`src/rtl/pps_pkg.sv`:
```
// Shared constants, types and tables for the pointer precision scaler.
`default_nettype none
package pps_pkg;

  localparam int FRAC_BITS_DEF    = 16;
  localparam int CORDIC_STEPS_DEF = 16;
  localparam int ATAN_MAX         = 24;

  localparam int CFG_IDX_W  = 2;
  localparam int CFG_DATA_W = 31;

  localparam logic [CFG_IDX_W-1:0] REG_THRESHOLD = 2'd0;
  localparam logic [CFG_IDX_W-1:0] REG_GAIN_X    = 2'd1;
  localparam logic [CFG_IDX_W-1:0] REG_GAIN_Y    = 2'd2;

  localparam int SQRT_RAD_W  = 64;
  localparam int SQRT_ROOT_W = 32;
  localparam int SQRT_STAGES = SQRT_ROOT_W / 2;

  localparam int DIV_D_W    = 32;
  localparam int DIV_Q_W    = 31;
  localparam int DIV_STAGES = (DIV_Q_W + 1) / 2;

  typedef struct packed {
    logic signed [31:0] x;
    logic signed [31:0] y;
    logic signed [15:0] pos_x;
    logic signed [15:0] pos_y;
    logic               smooth;
  } item_t;

  function automatic int cordic_stages(input int steps);
    return (steps < ATAN_MAX) ? steps : ATAN_MAX;
  endfunction

  function automatic int pipe_latency(input int steps);
    return 11 + 2 * SQRT_STAGES + 2 * DIV_STAGES + cordic_stages(steps);
  endfunction

  function automatic logic [31:0] atan_q30(input int idx);
    logic [31:0] val;
    case (idx)
      0:       val = 32'd843314856;
      1:       val = 32'd497837829;
      2:       val = 32'd263043836;
      3:       val = 32'd133525158;
      4:       val = 32'd67021686;
      5:       val = 32'd33543515;
      6:       val = 32'd16775850;
      7:       val = 32'd8388437;
      8:       val = 32'd4194282;
      9:       val = 32'd2097149;
      10:      val = 32'd1048575;
      11:      val = 32'd524287;
      12:      val = 32'd262143;
      13:      val = 32'd131071;
      14:      val = 32'd65535;
      15:      val = 32'd32767;
      16:      val = 32'd16383;
      17:      val = 32'd8191;
      18:      val = 32'd4095;
      19:      val = 32'd2047;
      20:      val = 32'd1023;
      21:      val = 32'd511;
      22:      val = 32'd255;
      23:      val = 32'd127;
      default: val = 32'd0;
    endcase
    return val;
  endfunction

endpackage
`default_nettype wire

```
`src/rtl/pps_div.sv`:
```
// Pipelined restoring divider for (hi << 30) / d, hi below twice d, with side data.
`default_nettype none
module pps_div #(
  parameter int SIDE_W = 1
) (
  input  wire logic                         clk,
  input  wire logic                         rst_n,
  input  wire logic                         in_valid,
  input  wire logic [pps_pkg::DIV_D_W-1:0]  in_hi,
  input  wire logic [pps_pkg::DIV_D_W-1:0]  in_d,
  input  wire logic [SIDE_W-1:0]            in_side,
  output logic                              out_valid,
  output logic [pps_pkg::DIV_Q_W-1:0]       out_q,
  output logic [SIDE_W-1:0]                 out_side
);
  import pps_pkg::*;

  localparam int NS = DIV_STAGES;
  localparam int DW = DIV_D_W;
  localparam int QW = DIV_Q_W;

  logic              vld_r  [0:NS-1];
  logic [DW-1:0]     rem_r  [0:NS-1];
  logic [DW-1:0]     d_r    [0:NS-1];
  logic [QW-1:0]     num_r  [0:NS-1];
  logic [QW-1:0]     q_r    [0:NS-1];
  logic [SIDE_W-1:0] side_r [0:NS-1];

  for (genvar s = 0; s < NS; s++) begin : g_stage
    logic              v_in;
    logic [DW-1:0]     rem_in;
    logic [DW-1:0]     d_in;
    logic [QW-1:0]     num_in;
    logic [QW-1:0]     q_in;
    logic [SIDE_W-1:0] side_in;
    logic [DW-1:0]     rem_nxt;
    logic [QW-1:0]     num_nxt;
    logic [QW-1:0]     q_nxt;

    if (s == 0) begin : g_first
      assign v_in    = in_valid;
      assign rem_in  = {1'b0, in_hi[DW-1:1]};
      assign d_in    = in_d;
      assign num_in  = {in_hi[0], {(QW-1){1'b0}}};
      assign q_in    = '0;
      assign side_in = in_side;
    end else begin : g_next
      assign v_in    = vld_r[s-1];
      assign rem_in  = rem_r[s-1];
      assign d_in    = d_r[s-1];
      assign num_in  = num_r[s-1];
      assign q_in    = q_r[s-1];
      assign side_in = side_r[s-1];
    end

    always_comb begin
      logic [DW:0] rs;
      logic        qb;
      rem_nxt = rem_in;
      num_nxt = num_in;
      q_nxt   = q_in;
      rs      = '0;
      qb      = 1'b0;
      for (int t = 0; t < 2; t++) begin
        if (s * 2 + t < QW) begin
          rs = {rem_nxt, num_nxt[QW-1]};
          qb = (rs >= {1'b0, d_in});
          if (qb) begin
            rs = rs - {1'b0, d_in};
          end
          rem_nxt = rs[DW-1:0];
          q_nxt   = {q_nxt[QW-2:0], qb};
          num_nxt = {num_nxt[QW-2:0], 1'b0};
        end
      end
    end

    always_ff @(posedge clk) begin
      if (!rst_n) begin
        vld_r[s] <= 1'b0;
      end else begin
        vld_r[s] <= v_in;
      end
    end

    always_ff @(posedge clk) begin
      rem_r[s]  <= rem_nxt;
      d_r[s]    <= d_in;
      num_r[s]  <= num_nxt;
      q_r[s]    <= q_nxt;
      side_r[s] <= side_in;
    end
  end

  assign out_valid = vld_r[NS-1];
  assign out_q     = q_r[NS-1];
  assign out_side  = side_r[NS-1];

endmodule
`default_nettype wire

```
`config.mk`:
```
export PLATFORM = sky130hd
export DESIGN_NAME = pps_div
export DESIGN_NICKNAME = d
export VERILOG_FILES = /design/src/rtl/pps_pkg.sv /design/src/rtl/pps_div.sv
export SDC_FILE = /design/constraint.sdc
export NUM_CORES = 2
export LEC_CHECK = 0
export BUFFER_PORTS_ARGS = -buffer_cell sky130_fd_sc_hd__buf_2
export CAP_MARGIN = 20
export CORE_MARGIN = 10
export CORE_UTILIZATION = 32
export DETAILED_ROUTE_END_ITERATION = 12
export PLACE_DENSITY_LB_ADDON = 0.12
export SLEW_MARGIN = 15
export SYNTH_ARGS = -nofsm -noshare
export SYNTH_HDL_FRONTEND = slang
export SYNTH_SLANG_ARGS = --single-unit
```
`constraint.sdc`:
```
create_clock -name clk -period 11.77 [get_ports clk]
set_input_delay 0 -clock clk [delete_from_list [all_inputs] [get_ports clk]]
set_output_delay 0 -clock clk [all_outputs]
set_load 0.03 [all_outputs]
```
==> impl_metrics.yaml <==
worst_setup_path:
  start_kind: "register"
  r2r_slack_ns: 3.01
  crit_type: "reg -> reg"
  arrival_ns: 9.48
  required_ns: 12.48
  rr_worst_depth: 26
  path_max_fanout: 20
  end_kind: "register"
placed_design:
  dpl.hpwl_microns: 220000
  port_buffers: 100
  place_congestion: 0.868
  dp.cells: 12900
  place_area_sq_um: 88600
finish:
  postLayoutCellArea_sq_um: 95300
  final_cell_mix: "dfxtp_1, ha_1, a21oi_1"
  final_nets: 10800
  fill_cells: 26900
  drive_above_1_share_pct: 11.9
  layout-area-overhead-vs-synth_pct: 13.5
  final_common_cell: "dfxtp_1"
  stdcell_count: 13300
floorplan:
  io_pins: 101
  dieArea_sq_um: 283000
  die_y_microns: 532
  design.core.area_sq_um: 262000
  initial_utilization_pct: 32.1
  dieWidth_microns: 532
  placementRows: 188
min_path:
  holdCritPathClass: "in -> reg"
  hold_depth: 3
timing:
  whs_ns: 0.0705
  fmax_ghz: 0.114
  maxSlewHeadroom_pct: 30.7
  slew_violations: 0
  setup_tns_ns: 0
  grt_setup_unrepaired: "false"
  setup_viol: 0
  fin_skew_ns: 0.0997
  period_needed_ns: 8.76
  tightest_slew_ns: 1.04
  hold_viol: 0
  finalCritPeriodShare_pct: 74.5
synth:
  async_reset_ff_share_pct: 0
  ys_warn_count: 0
  synthCells: 9450
  avgSynthCellArea_sq_um: 8.89
  seq_area_frac_synth_pct: 30.1
  synth_fp_nets: 10500
  yosys.cell_types.count: 100
  ys.flop_type: "dfxtp_1"
  syn-cell-area_sq_um: 84000
  ys_ff_latch: 1263
  synth_edf_count: 0
drt:
  vias: 68400
  route.detailed.drc: 0
  routed_via_density: 5.13
  drtIter0Drc: 3943
  ant_nets: 0
  wl_per_cell_microns: 20.0
  drt_wl_total_microns: 267000
  drt_pre_antenna_iters: 7
cts:
  clk_pin_slew_worst_paths_ns: 0.06
  post_cts_buffers: 0
  cts_buffer_depth: 4
  clock_latency_ns: 0.86
  cts_buffers: 163
  tritoncts: "done"
  clockRootBuffer: "clkbuf_16"
  cts_num_sinks: 1263
  h-tree-depth: 4
global_route:
  grt-ovfl-total: 0
  grt_antenna_before_repair: 12
  grt_max_degree: 53
  grt_pass1_wl_microns: 407000
  grt_pass1_vias: 68600
  grtUsageTotal_pct: 18.0
outcome:
  status: "finished clean"
run:
  drv_cap: 0
[logic make-up after synthesis]
kind of cell	after synthesis	share of synthesized area [%]
AO/OA/AOI/OAI	2751	21.1
AND/OR/NAND/NOR	1999	11.7
flip-flops	1263	30.1
adder cells (fa/ha/maj)	993	14.9
buffers and inverters	929	4.28
XOR/XNOR	813	8.48
multiplexers	702	9.46
[synthesized netlist by cell type, types with 113 or more instances]
cell	n	area share, %
a21o_1	508	4.5
o21ai_0	527	3.1
nor3_1	136	0.81
nand2b_1	131	0.98
ha_1	977	15
nand2_1	489	2.2
nor2_1	515	2.3
nand4_1	124	0.92
nand3_1	165	0.98
nor2b_1	117	0.87
dfxtp_1	1263	30
xnor2_1	549	5.7
o21bai_1	113	1.0
inv_1	764	3.4
a21oi_1	831	5.0
o21a_1	134	1.2
mux2_2	642	8.6
xor2_1	264	2.8
[cell type report]
type / count / area, sq um / share of cell area [%]
antenna: 10 / 25.0 / 0.0263
timing repair buffer: 244 / 1930 / 2.02
clock inverter: 66 / 990 / 1.04
tap: 3515 / 4400 / 4.62
clock buffer: 210 / 4520 / 4.74
multi-input combinational: 7258 / 55300 / 58.0
sequential: 1263 / 25300 / 26.5
inverter: 767 / 2880 / 3.02
[layer usage]
metal	part of all wire (%)	vias up	track usage (%)
met4	2.8	0	4.88
met1	44	32400	22.2
met3	3.1	332	1.94
li1	-	34500	-
met5	0	-	0
met2	50	1148	32.8
[what timing repair did]
action | in CTS | in global routing
hold buffers | 113 | 0
resized for setup | 0 | 0
endpoints found under the hold margin | 81 | 0
[worst max-delay path: stages (launching register included)]
cell       delay [ns]
dfxtp_1          0.48
inv_1            0.18
ha_1             0.33
a21o_1           0.11
a21o_1           0.17
a2111oi_0        0.17
o31ai_1          0.81
o311ai_1         0.24
a211o_1          0.37
a21oi_4          0.53
buf_4            0.38
nor2b_1          0.08
a31o_2           0.23
ha_1             0.38
a21o_1           0.21
a21o_1           0.18
a21o_1           0.19
a2111oi_0        0.42
o32ai_1          0.16
a41oi_1          0.52
o21ai_1          0.24
a31oi_1          0.28
o21ai_0          0.23
and2_1           0.30
nor2_2           0.67
buf_4            0.39
mux2_2           0.38
[final timing paths]
check                            from                   to
hold / removal                  rst_n  vld_r[1][4]$_DFF_P_
setup / recovery   d_r[0][65]$_DFF_P_  rem_r[3][5]$_DFF_P_
setup reg to reg   d_r[0][65]$_DFF_P_  rem_r[3][5]$_DFF_P_
hold reg to reg   q_r[1][171]$_DFF_P_  q_r[1][204]$_DFF_P_
[stage by stage]
step	utilization [%]	worst slack, ns
floorplan	-	5.17
detailed placement	33.8	3.12
global placement	33.8	3.26
CTS	36.4	3.05
global route	36.4	2.47
finish	36.4	3.01
[state kept, by name (all words and copies together) (netlist names)]
| signal | cells |
|---|---|
| d_r | 480 |
| q_r | 271 |
| rem_r | 480 |
| side_r | 16 |
| vld_r | 16 |
Power is left out: the tool's default activity adds up to more than one toggle a clock period on the data nets, which glitch-free logic cannot reach.
