===== config.mk =====
export PLATFORM = sky130hd
export DESIGN_NAME = pps_isqrt
export DESIGN_NICKNAME = d
export VERILOG_FILES = /design/src/rtl/pps_pkg.sv /design/src/rtl/pps_isqrt.sv
export SDC_FILE = /design/constraint.sdc
export NUM_CORES = 2
export LEC_CHECK = 0
export ABC_AREA = 1
export BUFFER_PORTS_ARGS = -buffer_cell sky130_fd_sc_hd__buf_2
export CORE_MARGIN = 3
export CORE_UTILIZATION = 55
export DETAILED_ROUTE_END_ITERATION = 8
export PLACE_DENSITY_LB_ADDON = 0.15
export SKIP_LAST_GASP = 1
export SLEW_MARGIN = 40
export SYNTH_ARGS = -nofsm -noshare
export SYNTH_HDL_FRONTEND = slang
export SYNTH_SLANG_ARGS = --single-unit

===== constraint.sdc =====
create_clock -name clk -period 7.8 [get_ports clk]
set_clock_uncertainty 0.05 [all_clocks]
set_input_delay 0.39 -clock clk [delete_from_list [all_inputs] [get_ports clk]]
set_output_delay 0.39 -clock clk [all_outputs]
set_load 0.1 [all_outputs]

===== src/rtl/pps_pkg.sv =====
// Shared constants, types and tables for the pointer precision scaler.
`default_nettype none
package pps_pkg;

  localparam int FRAC_BITS_DEF    = 16;
  localparam int CORDIC_STEPS_DEF = 16;
  localparam int ATAN_MAX         = 24;

  localparam int CFG_IDX_W  = 2;
  localparam int CFG_DATA_W = 31;

  localparam logic [CFG_IDX_W-1:0] REG_THRESHOLD = 2'd0;
  localparam logic [CFG_IDX_W-1:0] REG_GAIN_X    = 2'd1;
  localparam logic [CFG_IDX_W-1:0] REG_GAIN_Y    = 2'd2;

  localparam int SQRT_RAD_W  = 64;
  localparam int SQRT_ROOT_W = 32;
  localparam int SQRT_STAGES = SQRT_ROOT_W / 2;

  localparam int DIV_D_W    = 32;
  localparam int DIV_Q_W    = 31;
  localparam int DIV_STAGES = (DIV_Q_W + 1) / 2;

  typedef struct packed {
    logic signed [31:0] x;
    logic signed [31:0] y;
    logic signed [15:0] pos_x;
    logic signed [15:0] pos_y;
    logic               smooth;
  } item_t;

  function automatic int cordic_stages(input int steps);
    return (steps < ATAN_MAX) ? steps : ATAN_MAX;
  endfunction

  function automatic int pipe_latency(input int steps);
    return 11 + 2 * SQRT_STAGES + 2 * DIV_STAGES + cordic_stages(steps);
  endfunction

  function automatic logic [31:0] atan_q30(input int idx);
    logic [31:0] val;
    case (idx)
      0:       val = 32'd843314856;
      1:       val = 32'd497837829;
      2:       val = 32'd263043836;
      3:       val = 32'd133525158;
      4:       val = 32'd67021686;
      5:       val = 32'd33543515;
      6:       val = 32'd16775850;
      7:       val = 32'd8388437;
      8:       val = 32'd4194282;
      9:       val = 32'd2097149;
      10:      val = 32'd1048575;
      11:      val = 32'd524287;
      12:      val = 32'd262143;
      13:      val = 32'd131071;
      14:      val = 32'd65535;
      15:      val = 32'd32767;
      16:      val = 32'd16383;
      17:      val = 32'd8191;
      18:      val = 32'd4095;
      19:      val = 32'd2047;
      20:      val = 32'd1023;
      21:      val = 32'd511;
      22:      val = 32'd255;
      23:      val = 32'd127;
      default: val = 32'd0;
    endcase
    return val;
  endfunction

endpackage
`default_nettype wire


===== src/rtl/pps_isqrt.sv =====
// Pipelined integer square root, two result bits per stage, with side data.
`default_nettype none
module pps_isqrt #(
  parameter int SIDE_W = 1
) (
  input  wire logic                             clk,
  input  wire logic                             rst_n,
  input  wire logic                             in_valid,
  input  wire logic [pps_pkg::SQRT_RAD_W-1:0]  in_rad,
  input  wire logic [SIDE_W-1:0]                in_side,
  output logic                                  out_valid,
  output logic [pps_pkg::SQRT_ROOT_W-1:0]       out_root,
  output logic [SIDE_W-1:0]                     out_side
);
  import pps_pkg::*;

  localparam int NS   = SQRT_STAGES;
  localparam int RW   = SQRT_ROOT_W;
  localparam int RADW = SQRT_RAD_W;
  localparam int REMW = RW + 4;

  logic              vld_r  [0:NS-1];
  logic [RADW-1:0]   rad_r  [0:NS-1];
  logic [REMW-1:0]   rem_r  [0:NS-1];
  logic [RW-1:0]     root_r [0:NS-1];
  logic [SIDE_W-1:0] side_r [0:NS-1];

  for (genvar s = 0; s < NS; s++) begin : g_stage
    logic              v_in;
    logic [RADW-1:0]   rad_in;
    logic [REMW-1:0]   rem_in;
    logic [RW-1:0]     root_in;
    logic [SIDE_W-1:0] side_in;
    logic [RADW-1:0]   rad_nxt;
    logic [REMW-1:0]   rem_nxt;
    logic [RW-1:0]     root_nxt;

    if (s == 0) begin : g_first
      assign v_in    = in_valid;
      assign rad_in  = in_rad;
      assign rem_in  = '0;
      assign root_in = '0;
      assign side_in = in_side;
    end else begin : g_next
      assign v_in    = vld_r[s-1];
      assign rad_in  = rad_r[s-1];
      assign rem_in  = rem_r[s-1];
      assign root_in = root_r[s-1];
      assign side_in = side_r[s-1];
    end

    always_comb begin
      logic [REMW-1:0] trial;
      rad_nxt  = rad_in;
      rem_nxt  = rem_in;
      root_nxt = root_in;
      trial    = '0;
      for (int t = 0; t < 2; t++) begin
        rem_nxt = {rem_nxt[REMW-3:0], rad_nxt[RADW-1 -: 2]};
        trial   = {{(REMW-RW-2){1'b0}}, root_nxt, 2'b01};
        if (rem_nxt >= trial) begin
          rem_nxt  = rem_nxt - trial;
          root_nxt = {root_nxt[RW-2:0], 1'b1};
        end else begin
          root_nxt = {root_nxt[RW-2:0], 1'b0};
        end
        rad_nxt = {rad_nxt[RADW-3:0], 2'b00};
      end
    end

    always_ff @(posedge clk) begin
      if (!rst_n) begin
        vld_r[s] <= 1'b0;
      end else begin
        vld_r[s] <= v_in;
      end
    end

    always_ff @(posedge clk) begin
      rad_r[s]  <= rad_nxt;
      rem_r[s]  <= rem_nxt;
      root_r[s] <= root_nxt;
      side_r[s] <= side_in;
    end
  end

  assign out_valid = vld_r[NS-1];
  assign out_root  = root_r[NS-1];
  assign out_side  = side_r[NS-1];

endmodule
`default_nettype wire


==> summary.md <==
| Metric | Value |
|---|---|
| Static Leak | 45.95 nW |
| All-Layer GR Usage | 34.75% |
| Layout Cells excl Fill | 14,642 |
| Final WL | 275.4 mm |
| Ys Warns | 0 |
| Total CTS buffers | roughly 140 |
| Cell depth of the worst hold path | 2 |
| Unique masters post-synth | 77 |
| Die width | 392.0 um |
| Worst-Skew Late Latency | 0.77 ns |
| CP required | between 8 and 9 ns |
| Worst-Margin Slew | 0.8424 ns |
| CTS tree | built |
| Die Ht | 392.0 um |
| EDFF count, synth | 0 |
| Crit Path Max Fanout | 37 |
| VDD IR-drop max | 226.7 uV |
| Status | complete, no violations |
| Asr flop ratio synth | 0% |
| First-iteration detailed-routing DRC count | 7,982 |
| Post-DP Area | 83,920 um^2 |
| DR pass1 iterations | 7 |
| Post-synth top flop | dfxtp_1 |
| Clock root buffer | clkbuf_16 |
| Largest net degree at the start of global routing | 43 |
| Hold slack | 0.1864 ns |
| Flop2flop setup slack | 1.71 ns |
| GPL Wtd Cong | 1.056 |
| Syn Area/Cell | 6.596 um^2 |
| First-pass GRT wire length | about 420 mm |
| Crit. End Element | flip-flop |
| Yosys top cell area share | 31.05% |
| HPWL reported at the end of detailed placement | between 200 and 250 mm |
| Hold Startpoint | in_rad[41] |
| Residual DRC | 0 |
| FF-to-FF Start | root_r[1][36]$_DFF_P_ |
| Port buffer count | 101 |
| Initial antenna violation count | 10 |
| Sink Count | 1,271 |
| Mapped Area | 81,940 um^2 |
| Via count | approximately 82,000 |
| Die ar. | 153,700 um^2 |
| WL/cell | between 15 and 20 um |
| Top cell type by total area after synthesis | dfxtp_1 |
| Max H-tree Level | 4 |
| Cells along the critical path | inv_1 -> ha_1 -> nand2_1 -> nor2_1 -> nand2_1 -> nor3_1 -> a21oi_2 -> nand2_4 -> inv_4 -> o21ai_0 -> ha_1 -> a21oi_1 -> o21a_1 -> o21ai_0 -> a31oi_1 -> nand2_1 -> nand2_1 -> nand2_1 -> nor2_4 -> buf_4 -> o21ai_0 |
| Aggregate global routing overflow | 0 |
| I/O pins | 102 |
| Max Cap Viol | 0 |
| Avg Vias per Cell | between 5 and 6 |
| Layout Area Growth over Synthesis | 9.182% |
| FP Rows | 141 |
| Crit start category | flip-flop |
| Slew Limit Fails | 0 |
| Critical setup path kind | flip-flop to flip-flop |
| Slowest CP cell | dfxtp_1 |
| Synth top area cells | dfxtp_1 31%, nand2_1 16%, ha_1 8.5% |
| Fillers | approximately 14,000 |
| Register area share after synthesis | 31.05% |
| # Post-CTS Setup Buffers | 0 |
| Fin crit period | approximately 6 ns |
| Placed Cells | 14,323 |
| Setup TNS | 0 ns |
| Pwr/cell area | 283.1 nW/um^2 |
| Clock-pin slew on the worst setup and hold paths | 0.07 ns |
| # setup viols final | 0 |
| RSZ-0062 raised after global routing | false |
| Tcrit/Tclk final | 78.12% |
| Vias in the first global route | 76,312 |
| Hold WC Path Type | primary input to flip-flop |
| Layout cell share with drive strength beyond 1 | under 10% |
| Fmax | between 150 and 200 MHz |
| WP data arrival | 6.59 ns |
| Fin area | 89,460 um^2 |
| Rel. slew slack | 43.25% |
| Nets | 13,228 |
| #FFs+latches synth | 1,271 |
| Hold Fails Final Rpt | 0 |
| Hold path endpoint | rad_r[0][41]$_DFF_P_ |
| Core footprint | around 150,000 um^2 |
| Detail Route Antenna Nets | 0 |
| Initial Utilization | 55.43% |
| Clock tree buffer depth | 3 |
| R2R Path End | rem_r[1][92]$_DFF_P_ |
| Post-Synthesis Cells | 12,422 |
| Worst Reg-to-Reg Cells | 21 |
| Max stage delay on crit path | roughly 0.56 ns |
| Most used cell along the critical path | nand2_1 |
==> synth_stat cells (all sizes together) (178+ instances only) <==
master / n
nand2: 3632
inv: 1720
nor2: 1424
dfxtp: 1271
nand3: 845
a21oi: 723
o21ai: 677
ha: 558
xor2: 259
xnor2: 251
nand4: 224
nor3: 178
==> through the flow <==
| stage | total power [mW] | worst slack (ns) | util (%) |
|---|---|---|---|
| 6_report | 25.33 | 1.706 | 60.51 |
| 5_1_grt | 26.85 | 1.203 | 60.51 |
| 4_1_cts | 25.17 | 1.669 | 60.48 |
| 3_5_place_dp | 18.18 | 1.686 | 56.77 |
| 3_3_place_gp | 18.10 | 1.807 | 56.76 |
| 2_1_floorplan | 15.30 | 3.716 | - |
==> critical path, delay by kind of cell (launching register included) <==
family | cells | cell delay, ns
flops | 1 | 0.56
compound gates | 7 | 1.61
fa+ha+maj | 2 | 0.72
simple gates | 9 | 2.05
buf+inv | 3 | 0.85
==> timing repair <==
| item | in CTS | in global routing |
|---|---|---|
| hold buffers | 69 | 0 |
| endpoints found under the hold margin | 82 | 0 |
| resized for setup | 0 | 0 |
==> power breakdown <==
part | switching (mW) | internal [mW]
combinational | 6.74 | 3.04
sequential | 1.09 | 7.55
clock | 2.83 | 4.09
==> cells by family (layout without fill, tap and decap cells) <==
logic type | after synthesis | in the layout | share of synthesized area, %
DFF | 1271 | 1271 | 31.05
other | 1 | 6 | 0.004576
adders and majority gates | 558 | 558 | 8.520
AOI/OAI and AO/OA | 1738 | 1738 | 12.01
and+or+nand+nor | 6472 | 6472 | 33.73
buffers and inverters | 1872 | 2157 | 9.200
xor gates and xnor gates | 510 | 510 | 5.488
==> how the worst max path moves through the flow <==
stage                     startpoint               endpoint  slack (ns)  depth (start not counted)
5_1_grt        root_r[1][17]$_DFF_P_   rem_r[1][42]$_DFF_P_        1.20                         21
4_1_cts        root_r[1][13]$_DFF_P_   rem_r[1][52]$_DFF_P_        1.67                         19
2_1_floorplan  root_r[1][76]$_DFF_P_  rem_r[1][125]$_DFF_P_        3.72                         33
3_3_place_gp   root_r[1][17]$_DFF_P_   rem_r[1][50]$_DFF_P_        1.81                         19
3_5_place_dp   root_r[1][13]$_DFF_P_   rem_r[1][52]$_DFF_P_        1.69                         21
6_report       root_r[1][36]$_DFF_P_   rem_r[1][92]$_DFF_P_        1.71                         21
==> cell usage in the layout, fill, tap and decap left out, types with 32 or more instances in the layout <==
cell / count
a21oi_1: 693
o21ai_1: 64
nor2_1: 1344
nand2_2: 58
o21ai_0: 563
a31oi_1: 70
inv_2: 32
nor2_2: 60
or2_2: 33
nand3b_1: 47
o21ai_2: 50
clkbuf_16: 138
dfxtp_1: 1271
nand4_1: 220
buf_2: 101
nand3_2: 44
inv_1: 1682
nor4_1: 35
nor3_1: 168
nand2_1: 3561
a21o_1: 50
nand3_1: 794
o21bai_1: 63
ha_1: 558
xnor2_1: 250
xor2_1: 256
dlygate4sd3_1: 69
o21a_1: 69
==> layer usage <==
metal  track usage, %  routed length (um)  up-vias  part of all wire [%]
met1            46.58              120300    37501                    44
li1                 -                   -    40303                     -
met3            5.425               22130      610                   8.0
met4            13.08               11230        4                   4.1
met5                0                  26        -                0.0094
met2            56.20              121700     3478                    44
==> registers in the layout, summed over array words and instances (netlist names) <==
signal,cells
rad_r,480
rem_r,487
root_r,272
side_r,16
vld_r,16
==> area by class of cell <==
class / count / area [um^2] / area share, %
multi-input cells: 9281 / 48970 / 54.74
flip-flops and latches: 1271 / 25440 / 28.44
inverters: 1729 / 6506 / 7.272
clock buffers: 180 / 3810 / 4.259
well taps: 1930 / 2415 / 2.699
repair buffers: 183 / 1323 / 1.478
clock inverters: 65 / 989.7 / 1.106
diodes: 3 / 7.507 / 0.008391
Power figures use the tool's default switching activity.
